--- config.mk ---
export PLATFORM = sky130hd
export DESIGN_NAME = ps2_mouse_packet_decoder
export DESIGN_NICKNAME = d
export VERILOG_FILES = /design/src/rtl/ps2md_pkg.sv /design/src/rtl/ps2md_front.sv /design/src/rtl/ps2md_queue.sv /design/src/rtl/ps2md_back.sv /design/src/rtl/ps2_mouse_packet_decoder.sv
export SDC_FILE = /design/constraint.sdc
export NUM_CORES = 1
export LEC_CHECK = 0
export BUFFER_PORTS_ARGS = -buffer_cell sky130_fd_sc_hd__clkbuf_2
export CORE_AREA = 2 2 98 100
export DETAILED_ROUTE_END_ITERATION = 6
export DIE_AREA = 0 0 100 102
export GPL_TIMING_DRIVEN = 0
export HOLD_SLACK_MARGIN = 0.1
export PLACE_DENSITY = 0.76
export REMOVE_ABC_BUFFERS = 1
export SLEW_MARGIN = 20
export SYNTH_ARGS = -nofsm -noshare
export SYNTH_HDL_FRONTEND = slang
export SYNTH_SLANG_ARGS = --single-unit
--- constraint.sdc ---
create_clock -name clk -period 9.97 [get_ports clk]
set_input_delay 1.994 -clock clk [delete_from_list [all_inputs] [get_ports clk]]
set_output_delay 1.994 -clock clk [all_outputs]
set_load 0.005 [all_outputs]
--- src/rtl/ps2md_pkg.sv ---
// Shared types and constants for the PS/2 mouse packet decoder.
// Used by every module of the block; has no dependencies.
package ps2md_pkg;

  // Special bytes on the PS/2 link.
  localparam logic [7:0] BYTE_ACK       = 8'hFA;
  localparam logic [7:0] BYTE_SELF_TEST = 8'hAA;
  localparam logic [7:0] BYTE_ID_STD    = 8'h00;

  // Event kinds carried in tuser.
  localparam logic EVT_MOVE      = 1'b0;
  localparam logic EVT_RECONNECT = 1'b1;

  // Default depth of the queue between framing and decoding.
  localparam int QUEUE_DEPTH_DEF = 2;

  // Width of the packed output data bus (25 payload bits rounded up to bytes).
  localparam int OUT_DATA_W = 32;

  // One framed event handed from the front to the back.
  typedef struct packed {
    logic       kind;   // EVT_MOVE or EVT_RECONNECT
    logic [7:0] head;   // first packet byte
    logic [7:0] b1;     // raw horizontal byte
    logic [7:0] b2;     // raw vertical byte
    logic [3:0] dz;     // wheel nibble, zero in standard mode
  } pkt_entry_t;

  // Queue status seen by the front and the back.
  typedef struct packed {
    logic full;
    logic empty;
  } q_status_t;

endpackage

--- src/rtl/ps2md_front.sv ---
// Framing front end: accepts mouse bytes, tracks packet position and
// reconnect sequences, and pushes framed events. Depends on ps2md_pkg.
module ps2md_front (
  input  logic                   clk,
  input  logic                   rst,
  input  logic                   wheel_mode,
  input  logic                   in_valid,
  output logic                   in_ready,
  input  logic [7:0]             in_byte,
  input  ps2md_pkg::q_status_t   q_status,
  output logic                   push,
  output ps2md_pkg::pkt_entry_t  push_entry
);
  import ps2md_pkg::*;

  localparam logic [1:0] POS_FIRST  = 2'd0;
  localparam logic [1:0] POS_THIRD  = 2'd2;
  localparam logic [1:0] POS_FOURTH = 2'd3;

  logic [1:0] byte_position;
  logic [1:0] byte_position_next;
  logic [7:0] previous_byte;
  logic [7:0] packet_bytes [3];
  logic       accepted;
  logic       reconnect;
  logic       store_byte;

  assign in_ready = !q_status.full;
  assign accepted = in_valid && in_ready;
  assign reconnect = (previous_byte == BYTE_SELF_TEST) && (in_byte == BYTE_ID_STD);

  always_comb begin
    byte_position_next = byte_position;
    store_byte         = 1'b0;
    push               = 1'b0;
    push_entry.kind    = EVT_MOVE;
    push_entry.head    = packet_bytes[0];
    push_entry.b1      = packet_bytes[1];
    push_entry.b2      = packet_bytes[2];
    push_entry.dz      = 4'd0;
    if (reconnect) begin
      byte_position_next = POS_FIRST;
      push               = accepted;
      push_entry.kind    = EVT_RECONNECT;
    end else if (in_byte == BYTE_ACK) begin
      byte_position_next = POS_FIRST;
    end else if (byte_position == POS_FIRST && !in_byte[3]) begin
      byte_position_next = POS_FIRST;
    end else if (byte_position == POS_FOURTH) begin
      // A fourth byte only completes a packet while wheel mode is on.
      byte_position_next = POS_FIRST;
      push               = accepted && wheel_mode;
      push_entry.dz      = in_byte[3:0];
    end else begin
      store_byte = 1'b1;
      if (byte_position == POS_THIRD && !wheel_mode) begin
        byte_position_next = POS_FIRST;
        push               = accepted;
        push_entry.b2      = in_byte;
      end else begin
        byte_position_next = byte_position + 2'd1;
      end
    end
  end

  always_ff @(posedge clk) begin
    if (rst) begin
      byte_position <= POS_FIRST;
      previous_byte <= 8'd0;
    end else if (accepted) begin
      byte_position <= byte_position_next;
      if (!reconnect) begin
        previous_byte <= in_byte;
      end
    end
  end

  always_ff @(posedge clk) begin
    if (accepted && store_byte) begin
      packet_bytes[byte_position] <= in_byte;
    end
  end

endmodule

--- src/rtl/ps2md_queue.sv ---
// Short queue of framed events between the front end and the decoder.
// Depends on ps2md_pkg for the entry and status types.
module ps2md_queue #(
  parameter int DEPTH = ps2md_pkg::QUEUE_DEPTH_DEF
) (
  input  logic                   clk,
  input  logic                   rst,
  input  logic                   push,
  input  ps2md_pkg::pkt_entry_t  push_entry,
  input  logic                   pop,
  output ps2md_pkg::pkt_entry_t  head_entry,
  output ps2md_pkg::q_status_t   status
);
  import ps2md_pkg::*;

  localparam int PTR_W = (DEPTH > 1) ? $clog2(DEPTH) : 1;
  localparam int CNT_W = $clog2(DEPTH + 1);
  localparam logic [PTR_W-1:0] LAST_PTR = PTR_W'(DEPTH - 1);
  localparam logic [CNT_W-1:0] FULL_CNT = CNT_W'(DEPTH);

  pkt_entry_t       entries [DEPTH];
  logic [PTR_W-1:0] wr_ptr;
  logic [PTR_W-1:0] rd_ptr;
  logic [CNT_W-1:0] count;
  logic             do_push;
  logic             do_pop;

  assign status.full  = (count == FULL_CNT);
  assign status.empty = (count == '0);
  assign do_push      = push && !status.full;
  assign do_pop       = pop && !status.empty;
  assign head_entry   = entries[rd_ptr];

  always_ff @(posedge clk) begin
    if (rst) begin
      wr_ptr <= '0;
      rd_ptr <= '0;
      count  <= '0;
    end else begin
      if (do_push) begin
        wr_ptr <= (wr_ptr == LAST_PTR) ? '0 : wr_ptr + PTR_W'(1);
      end
      if (do_pop) begin
        rd_ptr <= (rd_ptr == LAST_PTR) ? '0 : rd_ptr + PTR_W'(1);
      end
      if (do_push && !do_pop) begin
        count <= count + CNT_W'(1);
      end else if (do_pop && !do_push) begin
        count <= count - CNT_W'(1);
      end
    end
  end

  always_ff @(posedge clk) begin
    if (do_push) begin
      entries[wr_ptr] <= push_entry;
    end
  end

endmodule

--- src/rtl/ps2md_back.sv ---
// Decoder back end: pops framed events, drops overflowed packets or
// -256 deltas, drives the registered output. Depends on ps2md_pkg.
module ps2md_back (
  input  logic                              clk,
  input  logic                              rst,
  input  ps2md_pkg::pkt_entry_t             head_entry,
  input  ps2md_pkg::q_status_t              q_status,
  output logic                              pop,
  output logic                              out_valid,
  input  logic                              out_ready,
  output logic [ps2md_pkg::OUT_DATA_W-1:0]  out_data,
  output logic                              out_kind
);
  import ps2md_pkg::*;

  logic       keep;
  logic       rx_min;
  logic       ry_min;
  logic [8:0] raw_y;
  logic [8:0] dx_next;
  logic [8:0] dy_next;
  logic [3:0] dz_next;
  logic       btn_l;
  logic       btn_r;
  logic       btn_m;
  logic [8:0] dx;
  logic [8:0] dy;
  logic [3:0] dz;

  // Pop whenever the output register is free or is being emptied.
  assign pop = !q_status.empty && (!out_valid || out_ready);

  assign rx_min = head_entry.head[4] && (head_entry.b1 == 8'd0);
  assign ry_min = head_entry.head[5] && (head_entry.b2 == 8'd0);
  assign raw_y  = {head_entry.head[5], head_entry.b2};

  always_comb begin
    keep    = 1'b1;
    dx_next = {head_entry.head[4], head_entry.b1};
    dy_next = 9'd0 - raw_y;
    dz_next = head_entry.dz;
    if (head_entry.kind == EVT_RECONNECT) begin
      dx_next = 9'd0;
      dy_next = 9'd0;
      dz_next = 4'd0;
    end else if (head_entry.head[6] || head_entry.head[7] || rx_min || ry_min) begin
      keep = 1'b0;
    end
  end

  always_ff @(posedge clk) begin
    if (rst) begin
      out_valid <= 1'b0;
    end else if (pop && keep) begin
      out_valid <= 1'b1;
    end else if (out_ready) begin
      out_valid <= 1'b0;
    end
  end

  always_ff @(posedge clk) begin
    if (pop && keep) begin
      out_kind <= head_entry.kind;
      btn_l    <= (head_entry.kind == EVT_MOVE) && head_entry.head[0];
      btn_r    <= (head_entry.kind == EVT_MOVE) && head_entry.head[1];
      btn_m    <= (head_entry.kind == EVT_MOVE) && head_entry.head[2];
      dx       <= dx_next;
      dy       <= dy_next;
      dz       <= dz_next;
    end
  end

  assign out_data = {7'd0, dz, dy, dx, btn_m, btn_r, btn_l};

endmodule

--- src/rtl/ps2_mouse_packet_decoder.sv ---
// Top level of the PS/2 mouse packet decoder: framing front end, event
// queue and decoding back end. Depends on ps2md_pkg and the ps2md_* modules.
//
// Usage: mouse bytes enter one item per cycle on the s_axis channel. The
// front end frames them into three-byte packets, or four-byte packets when
// wheel_mode is set through the cfg channel, and recognizes the reconnect
// sequence (self-test pass followed by ID zero). Acknowledge bytes and bad
// first bytes are dropped and restart framing. Each finished packet or
// reconnect goes into a short queue; the back end decodes it, drops packets
// flagged as overflowed or with a raw delta of -256, and presents one result
// item on m_axis, with tuser telling a movement packet from a reconnect.
// With an idle output, the packet completed by an accepted byte is written into
// the queue, and the back end then pops it into the output register, which
// raises m_axis_tvalid. Throughput: one byte per cycle while m_axis_tready
// is high, set by the framing step and the one-per-cycle queue pop.
// When the receiver stalls, the output register holds its item, the queue
// fills, and s_axis_tready drops once the queue is full; nothing is lost.
// Reset clears framing position, last byte, wheel_mode, the queue and the
// output valid. cfg_ready is always high; write wheel_mode only when idle.
module ps2_mouse_packet_decoder #(
  parameter int QUEUE_DEPTH = ps2md_pkg::QUEUE_DEPTH_DEF
) (
  input  logic                              clk,
  input  logic                              rst,
  // Configuration write channel; cfg_data is wheel_mode.
  input  logic                              cfg_valid,
  output logic                              cfg_ready,
  input  logic                              cfg_data,
  // Input stream; tdata bits: [7:0] data_byte.
  input  logic                              s_axis_tvalid,
  output logic                              s_axis_tready,
  input  logic [7:0]                        s_axis_tdata,
  // Output stream; tdata bits from the lowest: [0] left_button,
  // [1] right_button, [2] middle_button, [11:3] delta_x, [20:12] delta_y,
  // [24:21] delta_wheel, [31:25] zero.
  output logic                              m_axis_tvalid,
  input  logic                              m_axis_tready,
  output logic [ps2md_pkg::OUT_DATA_W-1:0]  m_axis_tdata,
  // tuser bits: [0] event_kind.
  output logic                              m_axis_tuser
);
  import ps2md_pkg::*;

  logic       wheel_mode;
  logic       push;
  logic       pop;
  pkt_entry_t push_entry;
  pkt_entry_t head_entry;
  q_status_t  q_status;

  // The mode register takes a write in any cycle.
  assign cfg_ready = 1'b1;

  always_ff @(posedge clk) begin
    if (rst) begin
      wheel_mode <= 1'b0;
    end else if (cfg_valid) begin
      wheel_mode <= cfg_data;
    end
  end

  ps2md_front u_front (
    .clk        (clk),
    .rst        (rst),
    .wheel_mode (wheel_mode),
    .in_valid   (s_axis_tvalid),
    .in_ready   (s_axis_tready),
    .in_byte    (s_axis_tdata),
    .q_status   (q_status),
    .push       (push),
    .push_entry (push_entry)
  );

  ps2md_queue #(
    .DEPTH (QUEUE_DEPTH)
  ) u_queue (
    .clk        (clk),
    .rst        (rst),
    .push       (push),
    .push_entry (push_entry),
    .pop        (pop),
    .head_entry (head_entry),
    .status     (q_status)
  );

  ps2md_back u_back (
    .clk        (clk),
    .rst        (rst),
    .head_entry (head_entry),
    .q_status   (q_status),
    .pop        (pop),
    .out_valid  (m_axis_tvalid),
    .out_ready  (m_axis_tready),
    .out_data   (m_axis_tdata),
    .out_kind   (m_axis_tuser)
  );

`ifndef SYNTHESIS
  // The queue can never report full and empty at once.
  a_queue_status: assert property (@(posedge clk) disable iff (rst)
    !(q_status.full && q_status.empty))
    else $error("queue reports full and empty together");

  // A reconnect item carries all-zero data.
  a_reconnect_zero: assert property (@(posedge clk) disable iff (rst)
    (m_axis_tvalid && m_axis_tuser == EVT_RECONNECT) |-> (m_axis_tdata == '0))
    else $error("reconnect item has nonzero data");

  // Movement items never carry a horizontal or vertical delta of -256.
  a_no_min_delta: assert property (@(posedge clk) disable iff (rst)
    (m_axis_tvalid && m_axis_tuser == EVT_MOVE) |->
      (m_axis_tdata[11:3] != 9'h100 && m_axis_tdata[20:12] != 9'h100))
    else $error("movement item with delta of -256");
`endif

endmodule
==> flow_metrics.py <==
metrics = {
    "cells_and_area": {
        "n_antenna_cell": 0,
        "finish.instance_area_um2": 5830,
        "synthToLayoutAreaGrowth_pct": 17.6,
        "drive_gt1_share_pct": 26.2,
        "fillers": 661,
        "final_nets": 393,
        "fin_cells": 500,
        "multi_input_area_um2": 1340,
        "ff_latch_area_um2": 3490,
    },
    "timing": {
        "tightest_slew_ns": 0.722,
        "finClkSkew_ns": 0.00808,
        "finalMaxSlewViolations": 0,
        "setup_tns_ns": 0,
        "post-route-period-util_pct": 39.9,
        "slew_headroom_pct": 51.7,
        "worst_slack_ns": 5.99,
        "rsz0062_at_grt": "false",
        "fmax_ghz": 0.251,
        "timing.final.hold_violations": 0,
        "setup_viol": 0,
        "fin_crit_ns": 3.98,
    },
    "global_route": {
        "antenna_found_initial": 0,
        "grt_max_degree": 33,
        "use_met3_pct": 6.29,
        "grt.total_usage_pct": 18.3,
        "grtUsageMet1_pct": 22.6,
        "overflow": 0,
        "grt_pass1_vias": 2707,
        "met2_usage_pct": 29.8,
        "grt_pass1_wl_mm": 13.8,
        "gr-max-usage-layer": "met2",
    },
    "placed_design": {
        "placed_area_um2": 5270,
        "preCtsSetupSlack_ns": 5.47,
        "dp_hpwl_mm": 5.36,
        "port-buffer-count": 41,
        "placed_cells": 468,
        "gp_congestion": 0.774,
    },
    "logic_synthesis": {
        "yosys_most_used_dff": "edfxtp_1",
        "yosysSeqAreaShare_pct": 70.5,
        "yosysTopAreaCell": "edfxtp_1",
        "synth.cell_area_um2": 4960,
        "synth_edf_count": 105,
        "avgSynthCellArea_um2": 14.9,
        "netlist_instances": 332,
        "synth-seq-cells": 122,
        "synth_async_sr_flop_share_pct": 0,
        "synth_area_leaders": "edfxtp_1, dfxtp_1, mux2i_1, nor2_1, buf_4",
        "yosysUniqueCellTypes": 49,
        "yosys_warnings": 0,
        "netlist.area_leader.share_pct": 63.6,
    },
    "detailed_routing": {
        "ant_nets": 0,
        "avgRoutedWirePerCell_um": 17.1,
        "drc": 0,
        "vias_per_cell": 5.53,
        "first_pass_iters": 4,
        "vias": 2763,
        "wirelength_mm": 8.55,
        "first_iter_violations": 200,
    },
    "pwr": {
        "p_seq_share_pct": 44.4,
        "p_comb_share_pct": 17.5,
        "clockPowerShare_pct": 38.1,
        "p_int_mw": 1.08,
        "p_total_mw": 1.47,
        "p_leak_nw": 2.04,
        "peakVddDrop_uv": 139,
        "switching_share_pct": 26.6,
        "p_switching_uw": 390,
        "pwr_density_cell_nw_per_um2": 252,
    },
    "critical_path": {
        "cp_slowest_stage_delay_ns": 0.65,
        "cp-end-kind": "flop",
        "arrival_ns": 4.11,
        "worstPathMaxFanout": 28,
        "critical_path.cell_chain": "clkbuf_2 -> nor4b_1 -> nand4_2 -> a21oi_2 -> and2_2",
        "cp.required_ns": 10.10,
        "crit_slowest_cell": "and2_2",
        "path_class": "in -> reg",
        "startpoint_type": "input pin",
    },
    "floorplanning": {
        "dieWidth_um": 100,
        "core_um2": 9110,
        "start_util_pct": 54.4,
        "fp.dieArea_um2": 10200,
        "ios": 50,
        "rows": 35,
        "die_h_um": 102,
    },
    "clock_network": {
        "clk_pin_slew_worst_paths_ns": 0.06,
        "ctsHtreeMaxLevel": 4,
        "cts_resized": 0,
        "cts_hold_buf": 0,
        "clock_latency_ns": 0.50,
        "cts-root-buf": "clkbuf_8",
        "cts_buffers": 17,
        "clockBufferDepth": 2,
        "post_cts_buffers": 0,
        "clock_sinks": 122,
        "tritoncts": "yes",
    },
    "status": {
        "status": "complete, no violations",
    },
    "run": {
        "maxCapViolations": 0,
    },
    "hold_path": {
        "min_path_type": "reg -> reg",
    },
}
## area by class of cell
type / instances / share of cell area [%]
flip-flops and latches: 122 / 59.9
clock buffers: 20 / 8.20
well taps: 111 / 2.38
repair buffers: 45 / 4.94
multi-input cells: 187 / 22.9
inverters: 3 / 0.193
clock inverters: 12 / 1.40
## flip-flops by register name, summed over array words and instances, names as in the netlist, named ones only
name,count
u_front.byte_position,2
u_queue.rd_ptr,1
u_back.dx,9
u_back.out_kind,1
u_back.out_valid,1
u_front.packet_bytes,23
u_queue.count,2
u_queue.wr_ptr,1
wheel_mode,1
u_back.btn_m,1
u_back.dy,9
u_back.dz,4
u_front.previous_byte,8
u_back.btn_r,1
u_back.btn_l,1
u_queue.entries,56
## final timing paths
| path | depth (start not counted) | slack [ns] | to | startpoint |
|---|---|---|---|---|
| max | 5 | 5.99 | u_queue.entries[1][25] | s_axis_tdata[5] |
| min | 0 | 0.45 | u_queue.entries[0][14] | u_front.packet_bytes[1][2] |
| max reg2reg | 9 | 7.25 | u_back.btn_l | flop |
| min reg2reg | 0 | 0.45 | u_queue.entries[0][14] | u_front.packet_bytes[1][2] |
## stage by stage
stage               util, %  hold slack [ns]
finish                 64.0            0.446
global route           64.0            0.465
CTS                    64.0            0.446
detailed placement     57.9            0.435
global placement       56.6            0.423
floorplan                 -            0.421
## power groups by stage
stage	clock, mW	combinational [mW]	sequential, mW
after detailed placement	0	0.258	0.664
after CTS	0.569	0.261	0.654
final	0.560	0.257	0.653
after global placement	0	0.202	0.685
after global routing	0.593	0.284	0.658
after floorplan	0	0.142	0.679
## worst max-delay path, delay by kind of cell
| kind | cells | cell delay (ns) |
|---|---|---|
| and+or+nand+nor | 3 | 1.54 |
| AOI/OAI and AO/OA | 1 | 0.39 |
| buffers and inverters | 1 | 0.17 |
## cells in the final DEF (no fill, tap or decap), types with 2 or more instances in the layout
master | Yosys | routed
ha_1 | 3 | 3
dfxtp_1 | 17 | 16
nor3b_1 | 5 | 5
o21ai_0 | 13 | 13
buf_16 | 0 | 2
mux2_2 | 10 | 10
clkinv_4 | 0 | 2
inv_6 | 0 | 2
nand4_1 | 3 | 3
clkbuf_16 | 0 | 18
conb_1 | 2 | 8
a21oi_1 | 13 | 12
and4_1 | 3 | 3
inv_1 | 2 | 2
nor3_1 | 7 | 7
nor2_1 | 33 | 33
xor2_1 | 6 | 6
nor4b_2 | 2 | 3
inv_4 | 0 | 5
mux2i_1 | 25 | 25
and2_1 | 5 | 4
nor4b_1 | 5 | 4
nand2b_1 | 3 | 3
nand3_1 | 9 | 9
nand2_1 | 3 | 3
o41ai_1 | 2 | 2
clkbuf_2 | 0 | 41
clkbuf_8 | 0 | 2
clkinv_2 | 0 | 3
edfxtp_1 | 105 | 105
xnor2_1 | 2 | 2
or3_1 | 4 | 4
nor2b_1 | 5 | 4
## synthesized netlist by cell type, types with 6 or more instances
| library cell | count |
|---|---|
| nor2_1 | 33 |
| xor2_1 | 6 |
| mux2i_1 | 25 |
| edfxtp_1 | 105 |
| dfxtp_1 | 17 |
| nor3_1 | 7 |
| clkbuf_1 | 6 |
| nand3_1 | 9 |
| o21ai_0 | 13 |
| buf_4 | 15 |
| mux2_2 | 10 |
| a21oi_1 | 13 |
## cells by family (layout without fill, tap and decap cells)
kind of cell	after synthesis	in the layout	share of synthesized area, %
AO/OA/AOI/OAI	37	37	4.44
XOR/XNOR	8	8	1.41
adder cells (fa/ha/maj)	3	3	0.757
buffers and inverters	29	80	3.53
flip-flops	122	122	70.5
multiplexers	38	38	8.30
other	2	8	0.151
AND/OR/NAND/NOR	93	93	10.9
## layer usage
layer / vias to the layer above / part of all wire [%]
li1: 1330 / -
met4: 0 / 1.0
met2: 98 / 50
met5: - / 0
met3: 6 / 5.6
met1: 1329 / 43
No activity file was read; power rests on OpenSTA's default activity.
